===== src/rtl/lsps_pkg.sv =====
`default_nettype none

package lsps_pkg;

    localparam int STARTUP_DELAY     = 50;
    localparam int INIT_SETTLE_DELAY = 50;
    localparam int CONVERSION_DELAY  = 1000;

    localparam int READY_MAX = (STARTUP_DELAY > INIT_SETTLE_DELAY) ?
                               STARTUP_DELAY : INIT_SETTLE_DELAY;
    localparam int TASK_MAX  = (READY_MAX > CONVERSION_DELAY) ? READY_MAX : CONVERSION_DELAY;

    localparam int READY_CNT_W = $clog2(READY_MAX + 1);
    localparam int TASK_CNT_W  = $clog2(TASK_MAX + 1);

    localparam int INTERVAL_W = 32;
    localparam int ADDR_W     = 7;
    localparam int WORD_W     = 16;
    localparam int LUX_W      = 27;
    localparam int MANT_W     = 12;
    localparam int CFG_IDX_W  = 1;

    localparam logic [INTERVAL_W-1:0] NEVER_INTERVAL = '1;
    localparam logic [ADDR_W-1:0]     BUS_ADDRESS_RESET = 7'd68;

    localparam logic [WORD_W-1:0] WORD_INIT     = 16'hc810;
    localparam logic [WORD_W-1:0] WORD_SINGLE   = 16'hca10;
    localparam logic [WORD_W-1:0] STATUS_MASK   = 16'h0680;
    localparam logic [WORD_W-1:0] STATUS_READY  = 16'h0080;

    localparam logic PTR_RESULT = 1'b0;
    localparam logic PTR_CONFIG = 1'b1;

    localparam logic [CFG_IDX_W-1:0] CFG_UPDATE_INTERVAL = 1'd0;
    localparam logic [CFG_IDX_W-1:0] CFG_BUS_ADDRESS     = 1'd1;

    typedef enum logic [1:0] {
        MODE_TICK     = 2'd0,
        MODE_MEASURE  = 2'd1,
        MODE_COMPLETE = 2'd2
    } mode_t;

    typedef enum logic [2:0] {
        PH_INIT     = 3'd0,
        PH_TRIGGER  = 3'd1,
        PH_READ_CFG = 3'd2,
        PH_READ_RES = 3'd3
    } phase_t;

    typedef enum logic [2:0] {
        ACT_REPLY  = 3'd0,
        ACT_WRITE  = 3'd1,
        ACT_READ   = 3'd2,
        ACT_UPDATE = 3'd3,
        ACT_ERROR  = 3'd4
    } action_t;

    typedef struct packed {
        logic [1:0]        mode;
        logic              bus_ok;
        logic [WORD_W-1:0] bus_read_data;
    } in_t;

    typedef struct packed {
        logic [2:0]        action;
        logic              measure_accepted;
        logic [ADDR_W-1:0] device_address;
        logic              register_pointer;
        logic [WORD_W-1:0] write_word;
        logic [WORD_W-1:0] raw_result;
        logic              result_valid;
        logic [LUX_W-1:0]  lux_hundredths;
    } out_t;

    typedef struct packed {
        logic                 valid;
        logic [CFG_IDX_W-1:0] index;
        logic [INTERVAL_W-1:0] data;
    } cfg_wr_t;

endpackage

`default_nettype wire


===== src/rtl/light_sensor_poll_sequencer.sv =====
// a request waits in the input register; once the result slot is free or being emptied,
//   its result is loaded into the result register
// throughput: one request per cycle while the result side keeps taking results
// reset: asynchronous; sequencer returns to initialize with the startup delay loaded,
//   interval disabled, address 68 and both pipeline registers empty
`default_nettype none

module light_sensor_poll_sequencer
(
    input  wire logic                               clk,
    input  wire logic                               rst_n,
    input  wire logic                               in_valid,
    output logic                                    in_ready,
    input  wire lsps_pkg::in_t                      in_data,
    output logic                                    out_valid,
    input  wire logic                               out_ready,
    output lsps_pkg::out_t                          out_data,
    input  wire logic                               cfg_valid,
    output logic                                    cfg_ready,
    input  wire logic [lsps_pkg::CFG_IDX_W-1:0]     cfg_index,
    input  wire logic [lsps_pkg::INTERVAL_W-1:0]    cfg_data
);

    lsps_pkg::in_t     item_reg;
    logic              item_vld_reg;
    lsps_pkg::out_t    out_reg;
    logic              out_vld_reg;
    logic              advance;
    logic              res_valid;
    lsps_pkg::out_t    res;
    lsps_pkg::cfg_wr_t cfg;

    // the held request moves on once the result slot is free or being emptied
    assign advance   = item_vld_reg && (!out_vld_reg || out_ready);
    assign in_ready  = !item_vld_reg || advance;
    assign cfg_ready = 1'b1;
    assign out_valid = out_vld_reg;
    assign out_data  = out_reg;

    assign cfg.valid = cfg_valid;
    assign cfg.index = cfg_index;
    assign cfg.data  = cfg_data;

    always_ff @(posedge clk or negedge rst_n)
    begin
        if (!rst_n)
        begin
            item_vld_reg <= 1'b0;
            out_vld_reg  <= 1'b0;
        end
        else
        begin
            if (in_ready)
                item_vld_reg <= in_valid;
            if (advance)
                out_vld_reg <= res_valid;
            else if (out_ready)
                out_vld_reg <= 1'b0;
        end
    end

    always_ff @(posedge clk)
    begin
        if (in_ready && in_valid)
            item_reg <= in_data;
        if (advance && res_valid)
            out_reg <= res;
    end

    lsps_core u_core
    (
        .clk        (clk),
        .rst_n      (rst_n),
        .item_valid (advance),
        .item       (item_reg),
        .cfg        (cfg),
        .res_valid  (res_valid),
        .res        (res)
    );

endmodule

`default_nettype wire


===== src/rtl/lsps_core.sv =====
`default_nettype none

module lsps_core
(
    input  wire logic             clk,
    input  wire logic             rst_n,
    input  wire logic             item_valid,
    input  wire lsps_pkg::in_t    item,
    input  wire lsps_pkg::cfg_wr_t cfg,
    output logic                  res_valid,
    output lsps_pkg::out_t        res
);

    lsps_pkg::phase_t                          phase_reg, phase_next;
    logic                                      awaiting_reg, awaiting_next;
    logic                                      active_reg, active_next;
    logic                                      planned_reg, planned_next;
    logic [lsps_pkg::TASK_CNT_W-1:0]           task_cnt_reg, task_cnt_next;
    logic [lsps_pkg::READY_CNT_W-1:0]          ready_cnt_reg, ready_cnt_next;
    logic [lsps_pkg::INTERVAL_W-1:0]           interval_cnt_reg, interval_cnt_next;
    logic [lsps_pkg::INTERVAL_W-1:0]           interval_reg, interval_next;
    logic [lsps_pkg::ADDR_W-1:0]               address_reg, address_next;
    logic [lsps_pkg::WORD_W-1:0]               result_word_reg, result_word_next;
    logic                                      result_ok_reg, result_ok_next;

    logic                                      emit;
    lsps_pkg::action_t                         emit_action;
    logic                                      emit_accepted;
    logic                                      emit_pointer;
    logic [lsps_pkg::WORD_W-1:0]               emit_word;
    logic                                      accepted;
    logic [lsps_pkg::MANT_W-1:0]               mant;
    logic [3:0]                                expo;

    always_ff @(posedge clk or negedge rst_n)
    begin
        if (!rst_n)
        begin
            phase_reg        <= lsps_pkg::PH_INIT;
            awaiting_reg     <= 1'b0;
            active_reg       <= 1'b0;
            planned_reg      <= 1'b1;
            task_cnt_reg     <= lsps_pkg::TASK_CNT_W'(lsps_pkg::STARTUP_DELAY);
            ready_cnt_reg    <= lsps_pkg::READY_CNT_W'(lsps_pkg::STARTUP_DELAY);
            interval_cnt_reg <= lsps_pkg::NEVER_INTERVAL;
            interval_reg     <= lsps_pkg::NEVER_INTERVAL;
            address_reg      <= lsps_pkg::BUS_ADDRESS_RESET;
            result_word_reg  <= '0;
            result_ok_reg    <= 1'b0;
        end
        else
        begin
            phase_reg        <= phase_next;
            awaiting_reg     <= awaiting_next;
            active_reg       <= active_next;
            planned_reg      <= planned_next;
            task_cnt_reg     <= task_cnt_next;
            ready_cnt_reg    <= ready_cnt_next;
            interval_cnt_reg <= interval_cnt_next;
            interval_reg     <= interval_next;
            address_reg      <= address_next;
            result_word_reg  <= result_word_next;
            result_ok_reg    <= result_ok_next;
        end
    end

    always_comb
    begin
        phase_next        = phase_reg;
        awaiting_next     = awaiting_reg;
        active_next       = active_reg;
        planned_next      = planned_reg;
        task_cnt_next     = task_cnt_reg;
        ready_cnt_next    = ready_cnt_reg;
        interval_cnt_next = interval_cnt_reg;
        interval_next     = interval_reg;
        address_next      = address_reg;
        result_word_next  = result_word_reg;
        result_ok_next    = result_ok_reg;
        emit              = 1'b0;
        emit_action       = lsps_pkg::ACT_REPLY;
        emit_accepted     = 1'b0;
        emit_pointer      = lsps_pkg::PTR_RESULT;
        emit_word         = '0;
        accepted          = 1'b0;

        if (item_valid)
        begin
            case (item.mode)
                lsps_pkg::MODE_TICK:
                begin
                    if (ready_cnt_next != '0)
                        ready_cnt_next = ready_cnt_next - 1'b1;
                    if (planned_next && task_cnt_next != '0)
                        task_cnt_next = task_cnt_next - 1'b1;
                    if (interval_reg != lsps_pkg::NEVER_INTERVAL)
                    begin
                        if (interval_cnt_next != '0)
                            interval_cnt_next = interval_cnt_next - 1'b1;
                        if (interval_cnt_next == '0)
                        begin
                            // periodic measure request, reply is dropped
                            if (!active_next)
                            begin
                                active_next = 1'b1;
                                if (!awaiting_next)
                                begin
                                    planned_next  = 1'b1;
                                    task_cnt_next = lsps_pkg::TASK_CNT_W'(ready_cnt_next);
                                end
                            end
                            interval_cnt_next = interval_reg;
                        end
                    end
                    if (planned_next && task_cnt_next == '0 && !awaiting_next)
                    begin
                        planned_next = 1'b0;
                        emit         = 1'b1;
                        case (phase_reg)
                            lsps_pkg::PH_INIT:
                            begin
                                awaiting_next = 1'b1;
                                emit_action   = lsps_pkg::ACT_WRITE;
                                emit_pointer  = lsps_pkg::PTR_CONFIG;
                                emit_word     = lsps_pkg::WORD_INIT;
                            end
                            lsps_pkg::PH_TRIGGER:
                            begin
                                awaiting_next = 1'b1;
                                emit_action   = lsps_pkg::ACT_WRITE;
                                emit_pointer  = lsps_pkg::PTR_CONFIG;
                                emit_word     = lsps_pkg::WORD_SINGLE;
                            end
                            lsps_pkg::PH_READ_CFG:
                            begin
                                awaiting_next = 1'b1;
                                emit_action   = lsps_pkg::ACT_READ;
                                emit_pointer  = lsps_pkg::PTR_CONFIG;
                            end
                            lsps_pkg::PH_READ_RES:
                            begin
                                awaiting_next = 1'b1;
                                emit_action   = lsps_pkg::ACT_READ;
                            end
                            default:
                            begin
                                result_ok_next = 1'b0;
                                active_next    = 1'b0;
                                phase_next     = lsps_pkg::PH_INIT;
                                awaiting_next  = 1'b0;
                                emit_action    = lsps_pkg::ACT_ERROR;
                            end
                        endcase
                    end
                end
                lsps_pkg::MODE_MEASURE:
                begin
                    emit        = 1'b1;
                    emit_action = lsps_pkg::ACT_REPLY;
                    if (!active_reg)
                    begin
                        accepted    = 1'b1;
                        active_next = 1'b1;
                        if (!awaiting_reg)
                        begin
                            planned_next  = 1'b1;
                            task_cnt_next = lsps_pkg::TASK_CNT_W'(ready_cnt_reg);
                        end
                    end
                    emit_accepted = accepted;
                end
                lsps_pkg::MODE_COMPLETE:
                begin
                    // completions with nothing outstanding are dropped
                    if (awaiting_reg)
                    begin
                        awaiting_next = 1'b0;
                        if (!item.bus_ok)
                        begin
                            emit           = 1'b1;
                            emit_action    = lsps_pkg::ACT_ERROR;
                            result_ok_next = 1'b0;
                            active_next    = 1'b0;
                            phase_next     = lsps_pkg::PH_INIT;
                            planned_next   = 1'b0;
                        end
                        else
                        begin
                            case (phase_reg)
                                lsps_pkg::PH_INIT:
                                begin
                                    phase_next     = lsps_pkg::PH_TRIGGER;
                                    ready_cnt_next =
                                        lsps_pkg::READY_CNT_W'(lsps_pkg::INIT_SETTLE_DELAY);
                                    if (active_reg)
                                    begin
                                        planned_next  = 1'b1;
                                        task_cnt_next =
                                            lsps_pkg::TASK_CNT_W'(lsps_pkg::INIT_SETTLE_DELAY);
                                    end
                                end
                                lsps_pkg::PH_TRIGGER:
                                begin
                                    phase_next    = lsps_pkg::PH_READ_CFG;
                                    planned_next  = 1'b1;
                                    task_cnt_next =
                                        lsps_pkg::TASK_CNT_W'(lsps_pkg::CONVERSION_DELAY);
                                end
                                lsps_pkg::PH_READ_CFG:
                                begin
                                    emit = 1'b1;
                                    if ((item.bus_read_data & lsps_pkg::STATUS_MASK)
                                        != lsps_pkg::STATUS_READY)
                                    begin
                                        emit_action    = lsps_pkg::ACT_ERROR;
                                        result_ok_next = 1'b0;
                                        active_next    = 1'b0;
                                        phase_next     = lsps_pkg::PH_INIT;
                                        planned_next   = 1'b0;
                                    end
                                    else
                                    begin
                                        phase_next    = lsps_pkg::PH_READ_RES;
                                        awaiting_next = 1'b1;
                                        emit_action   = lsps_pkg::ACT_READ;
                                    end
                                end
                                lsps_pkg::PH_READ_RES:
                                begin
                                    emit             = 1'b1;
                                    emit_action      = lsps_pkg::ACT_UPDATE;
                                    result_word_next = item.bus_read_data;
                                    result_ok_next   = 1'b1;
                                    active_next      = 1'b0;
                                    phase_next       = lsps_pkg::PH_TRIGGER;
                                end
                                default:
                                begin
                                    emit           = 1'b1;
                                    emit_action    = lsps_pkg::ACT_ERROR;
                                    result_ok_next = 1'b0;
                                    active_next    = 1'b0;
                                    phase_next     = lsps_pkg::PH_INIT;
                                    planned_next   = 1'b0;
                                end
                            endcase
                        end
                    end
                end
                default:
                begin
                    emit = 1'b0;
                end
            endcase
        end

        // register writes must come only while no request is in flight; the core does not enforce this
        if (cfg.valid)
        begin
            case (cfg.index)
                lsps_pkg::CFG_UPDATE_INTERVAL:
                begin
                    interval_next     = cfg.data;
                    interval_cnt_next = cfg.data;
                    if (cfg.data != lsps_pkg::NEVER_INTERVAL && !active_next)
                    begin
                        active_next = 1'b1;
                        if (!awaiting_next)
                        begin
                            planned_next  = 1'b1;
                            task_cnt_next = lsps_pkg::TASK_CNT_W'(ready_cnt_next);
                        end
                    end
                end
                lsps_pkg::CFG_BUS_ADDRESS:
                begin
                    address_next = cfg.data[lsps_pkg::ADDR_W-1:0];
                end
                default:
                begin
                    address_next = address_reg;
                end
            endcase
        end
    end

    assign mant = result_word_next[lsps_pkg::MANT_W-1:0];
    assign expo = result_word_next[lsps_pkg::WORD_W-1:lsps_pkg::MANT_W];

    always_comb
    begin
        res_valid            = emit;
        res.action           = emit_action;
        res.measure_accepted = emit_accepted;
        res.device_address   = address_reg;
        res.register_pointer = emit_pointer;
        res.write_word       = emit_word;
        res.result_valid     = result_ok_next;
        res.raw_result       = result_ok_next ? result_word_next : '0;
        res.lux_hundredths   = result_ok_next ?
            ({{(lsps_pkg::LUX_W-lsps_pkg::MANT_W){1'b0}}, mant} << expo) : '0;
    end

`ifndef SYNTHESIS
    a_request_sets_awaiting: assert property (@(posedge clk) disable iff (!rst_n)
        (res_valid && (res.action == lsps_pkg::ACT_WRITE || res.action == lsps_pkg::ACT_READ))
        |=> awaiting_reg)
        else $error("bus request issued without marking it outstanding");

    a_error_clears: assert property (@(posedge clk) disable iff (!rst_n)
        (res_valid && res.action == lsps_pkg::ACT_ERROR && !cfg.valid)
        |=> (!active_reg && !result_ok_reg && !awaiting_reg && phase_reg == lsps_pkg::PH_INIT))
        else $error("error event did not return to initialize");

    a_update_stores: assert property (@(posedge clk) disable iff (!rst_n)
        (res_valid && res.action == lsps_pkg::ACT_UPDATE)
        |=> (result_ok_reg && result_word_reg == $past(item.bus_read_data)))
        else $error("update event without stored result");
`endif

endmodule

`default_nettype wire

===== config.mk =====
export PLATFORM = sky130hd
export DESIGN_NAME = light_sensor_poll_sequencer
export DESIGN_NICKNAME = d
export VERILOG_FILES = /design/src/rtl/lsps_pkg.sv /design/src/rtl/light_sensor_poll_sequencer.sv /design/src/rtl/lsps_core.sv
export SDC_FILE = /design/constraint.sdc
export NUM_CORES = 1
export LEC_CHECK = 0
export BUFFER_PORTS_ARGS = -buffer_cell sky130_fd_sc_hd__buf_2
export CAP_MARGIN = 20
export CORE_MARGIN = 3
export CORE_UTILIZATION = 50
export DETAILED_ROUTE_END_ITERATION = 8
export GPL_ROUTABILITY_DRIVEN = 0
export HOLD_SLACK_MARGIN = 0.1
export PLACE_DENSITY = 0.7
export SYNTH_ARGS = -nofsm -noshare
export SYNTH_HDL_FRONTEND = slang
export SYNTH_HIERARCHICAL = 1
export SYNTH_SLANG_ARGS = --single-unit

===== constraint.sdc =====
create_clock -name clk -period 7.9 [get_ports clk]
set_clock_uncertainty 0.2 [all_clocks]
set_input_delay 1.185 -clock clk [delete_from_list [all_inputs] [get_ports clk]]
set_output_delay 1.185 -clock clk [all_outputs]
set_load 0.02 [all_outputs]

==> results.cfg <==
[worst_setup_path]
critPathCaptureType = flip-flop
path_cells = inv_1 -> ha_1 -> nor3b_4 -> nand4_4 -> o31ai_4 -> or3_2 -> o2111ai_1 -> or4b_4 -> nor2_4 -> mux2_2 -> o221a_2 -> a2111oi_4 -> mux2_2
crit_slowest_cell = a2111oi_4
slowest_delay_ns = 0.95
path_max_fanout = 14
rrSetupSlack_ns = 2.47
r2r_cells = 13
r2r-start = u_core/interval_cnt_reg[0]
startpoint_type = flip-flop
critical_path_class = flip-flop to flip-flop
arrival_ns = 5.62
crit_required_ns = 8.09
r2r_end = u_core/task_cnt_reg[0]
path_common_cell = mux2_2

[power]
power.total_mw = 3.09
p_per_area_nw_per_um2 = 242
vdd_drop_max_mv = 0.188
leakage_nw = 4.96

[routing]
viasPerCell = 5.98
drt-initial-drc-count = 1052
antenna_left = 0
wl_per_cell_um = 18.4
drc = 0
vias = 9446
drt_pass1_iterations = 6
wl_um = 29100

[floorplanning]
rows = 54
initial_utilization_pct = 51.5
coreArea_sq_um = 22100
die_x_um = 157
die_y_um = 157
io_pins = 132
die_area_sq_um = 24600

[run]
cap_violations = 0

[cells_and_area]
nNetsFinal = 1350
diodes = 0
syn_to_final_growth_pct = 12.4
largest_reg_flops = 72
layout-drive-gt1-share_pct = 24.9
instances_no_fill = 1579

[worst_hold_path]
min_path_cells = 0
min_path_type = flip-flop to flip-flop
min_from = u_core/address_reg[4]
hold-path-endpoint = out_data[65]

[cts]
cts_tree = yes
cts_hold_buf = 0
insertion_delay_ns = 0.51
cts_max_level = 1
cts_made_buffers = 22
cts_buffer_depth = 3
clkSlewWorstSetupHoldPaths_ns = 0.06
cts_post_setup_buffers_inserted = 0
cts.sinks = 202
cts_repair_resize_count = 0
root_buffer = clkbuf_16

[timing]
finalMaxSlewViolations = 0
setup_viol = 0
timing.fmax_mhz = 184
hold_violations = 0
rsz0062_at_grt = false
fin_crit_ns = 5.43
tightest_slew_ns = 1.06
finalCritPeriodShare_pct = 68.7
slew_headroom_pct = 29.4
worst_slack_ns = 2.47
finalSetupTns_ns = 0

[logic_synthesis]
synth_compound_area_share_pct = 14.7
mappedNetlistArea_sq_um = 11400
ys.flop_type = edfxtp_1
async_flop_share_pct = 55.0
synth-xor-area-share_pct = 1.08
synth-seq-cells = 202
synthMuxAreaShare_pct = 5.20
ys_seq_area_share_pct = 49.2
ys_warn_count = 6
synth_edf_count = 91
synth_top_area_share_pct = 24.0
synth_top_family_by_area = simple AND/OR/NAND/NOR gates
synth_top_area_cell = edfxtp_1
synthTopCellsByArea = edfxtp_1 24%, dfstp_2 17%, dfrtp_1 8.3%
syn-instance-count = 1187
ys_types = 100
yosys.area_share.simple_pct = 23.2
synth_adder_area_share_pct = 1.10
avgSynthCellArea_sq_um = 9.59

[global_routing]
overflow = 0
antenna_found_initial = 0
grt_max_degree = 73
grt_pass1_wl_um = 47100
track_usage_pct = 23.3
grt_pass1_vias = 8852

[place]
dp.cells = 1539
dp_hpwl_um = 20700
numPortBuffers = 130
pre_cts_slack_ns = 2.37

[outcome]
status = complete, no violations
power breakdown:
part	switching [mW]	internal, mW
Combinational	0.381	0.250
Clock	0.419	0.615
Sequential	0.167	1.26
Total	0.967	2.13
cells in the final DEF (no fill, tap or decap), types with 7 or more instances in the layout:
cell,n
and2_1,9
o22ai_1,7
inv_1,36
a21oi_1,68
nor2_1,112
buf_2,129
nor3_1,44
o21ai_0,86
buf_4,14
dfstp_2,73
a31oi_1,20
mux2i_1,40
nand3_1,21
nand2b_1,11
xnor2_1,7
clkbuf_16,24
nand4_1,26
ha_1,10
dfrtp_1,38
xor2_1,7
mux2_2,13
conb_1,12
nand2_1,210
nor2b_1,11
nor4_1,16
edfxtp_1,91
o31ai_1,8
per-stage QoR:
stage                     hold WS (ns)  util [%]  area (sq um)
after floorplan                  0.219         -         11400
after global placement           0.227      54.6         12100
after detailed placement         0.234      54.6         12100
after CTS                        0.246      57.9         12800
after global routing             0.248      57.9         12800
final                            0.241      57.9         12800
final cells by class:
cell class                 instances  area (sq um)
inverter                          37           139
sequential                       202          5600
multi-input combinational        877          5220
fill                            1906          9290
tap                              280           350
timing repair buffer             143           751
clock buffer                      31           654
clock inverter                     9          83.8
layer usage:
metal	global-route usage, %	share of wire (%)	wire length, um	vias to the layer above
li1	-	-	-	4450
met1	33.5	43	12600	4524
met5	0	0	0	-
met3	2.83	7.2	2100	54
met4	7.00	2.7	775	0
met2	37.4	47	13600	418
worst max-delay path by stage:
stage                               startpoint                endpoint  slack (ns)  depth (start not counted)
finish              u_core/interval_cnt_reg[0]  u_core/task_cnt_reg[0]        2.47                         13
global route        u_core/interval_cnt_reg[0]  u_core/task_cnt_reg[0]        2.27                         13
CTS                 u_core/interval_cnt_reg[0]  u_core/task_cnt_reg[0]        2.56                         13
detailed placement                   out_ready            out_data[15]        2.37                         15
global placement                     out_ready            out_data[11]        2.56                         15
floorplan           u_core/interval_cnt_reg[0]             out_data[0]        0.65                         15
synthesized netlist by cell type (all sizes together) (10+ instances only):
cell type  instances
dfstp             73
clkbuf            47
inv               36
nand4             28
buf               33
a31oi             21
mux2              16
and2              11
ha                10
nor3              48
nand2            212
nand2b            11
nor2b             13
nor4              20
dfrtp             38
nand3             22
mux2i             40
a21oi             68
o21ai             87
edfxtp            91
nor2             114
worst max-delay path, delay by kind of cell (launching register included):
kind | cells | cell delay, ns
buffers and inverters | 1 | 0.07
muxes | 2 | 0.83
AOI/OAI and AO/OA | 4 | 1.85
DFF | 1 | 0.41
adders and majority gates | 1 | 0.25
and+or+nand+nor | 5 | 1.71
logic make-up (layout without fill, tap and decap cells):
kind of cell	count (synthesis)	count (layout)
AOI/OAI and AO/OA	257	257
xor gates and xnor gates	14	14
DFF	202	202
buffers and inverters	118	220
muxes	56	56
other	2	12
and+or+nand+nor	528	528
adders and majority gates	10	10
No activity file was read; power rests on OpenSTA's default activity.
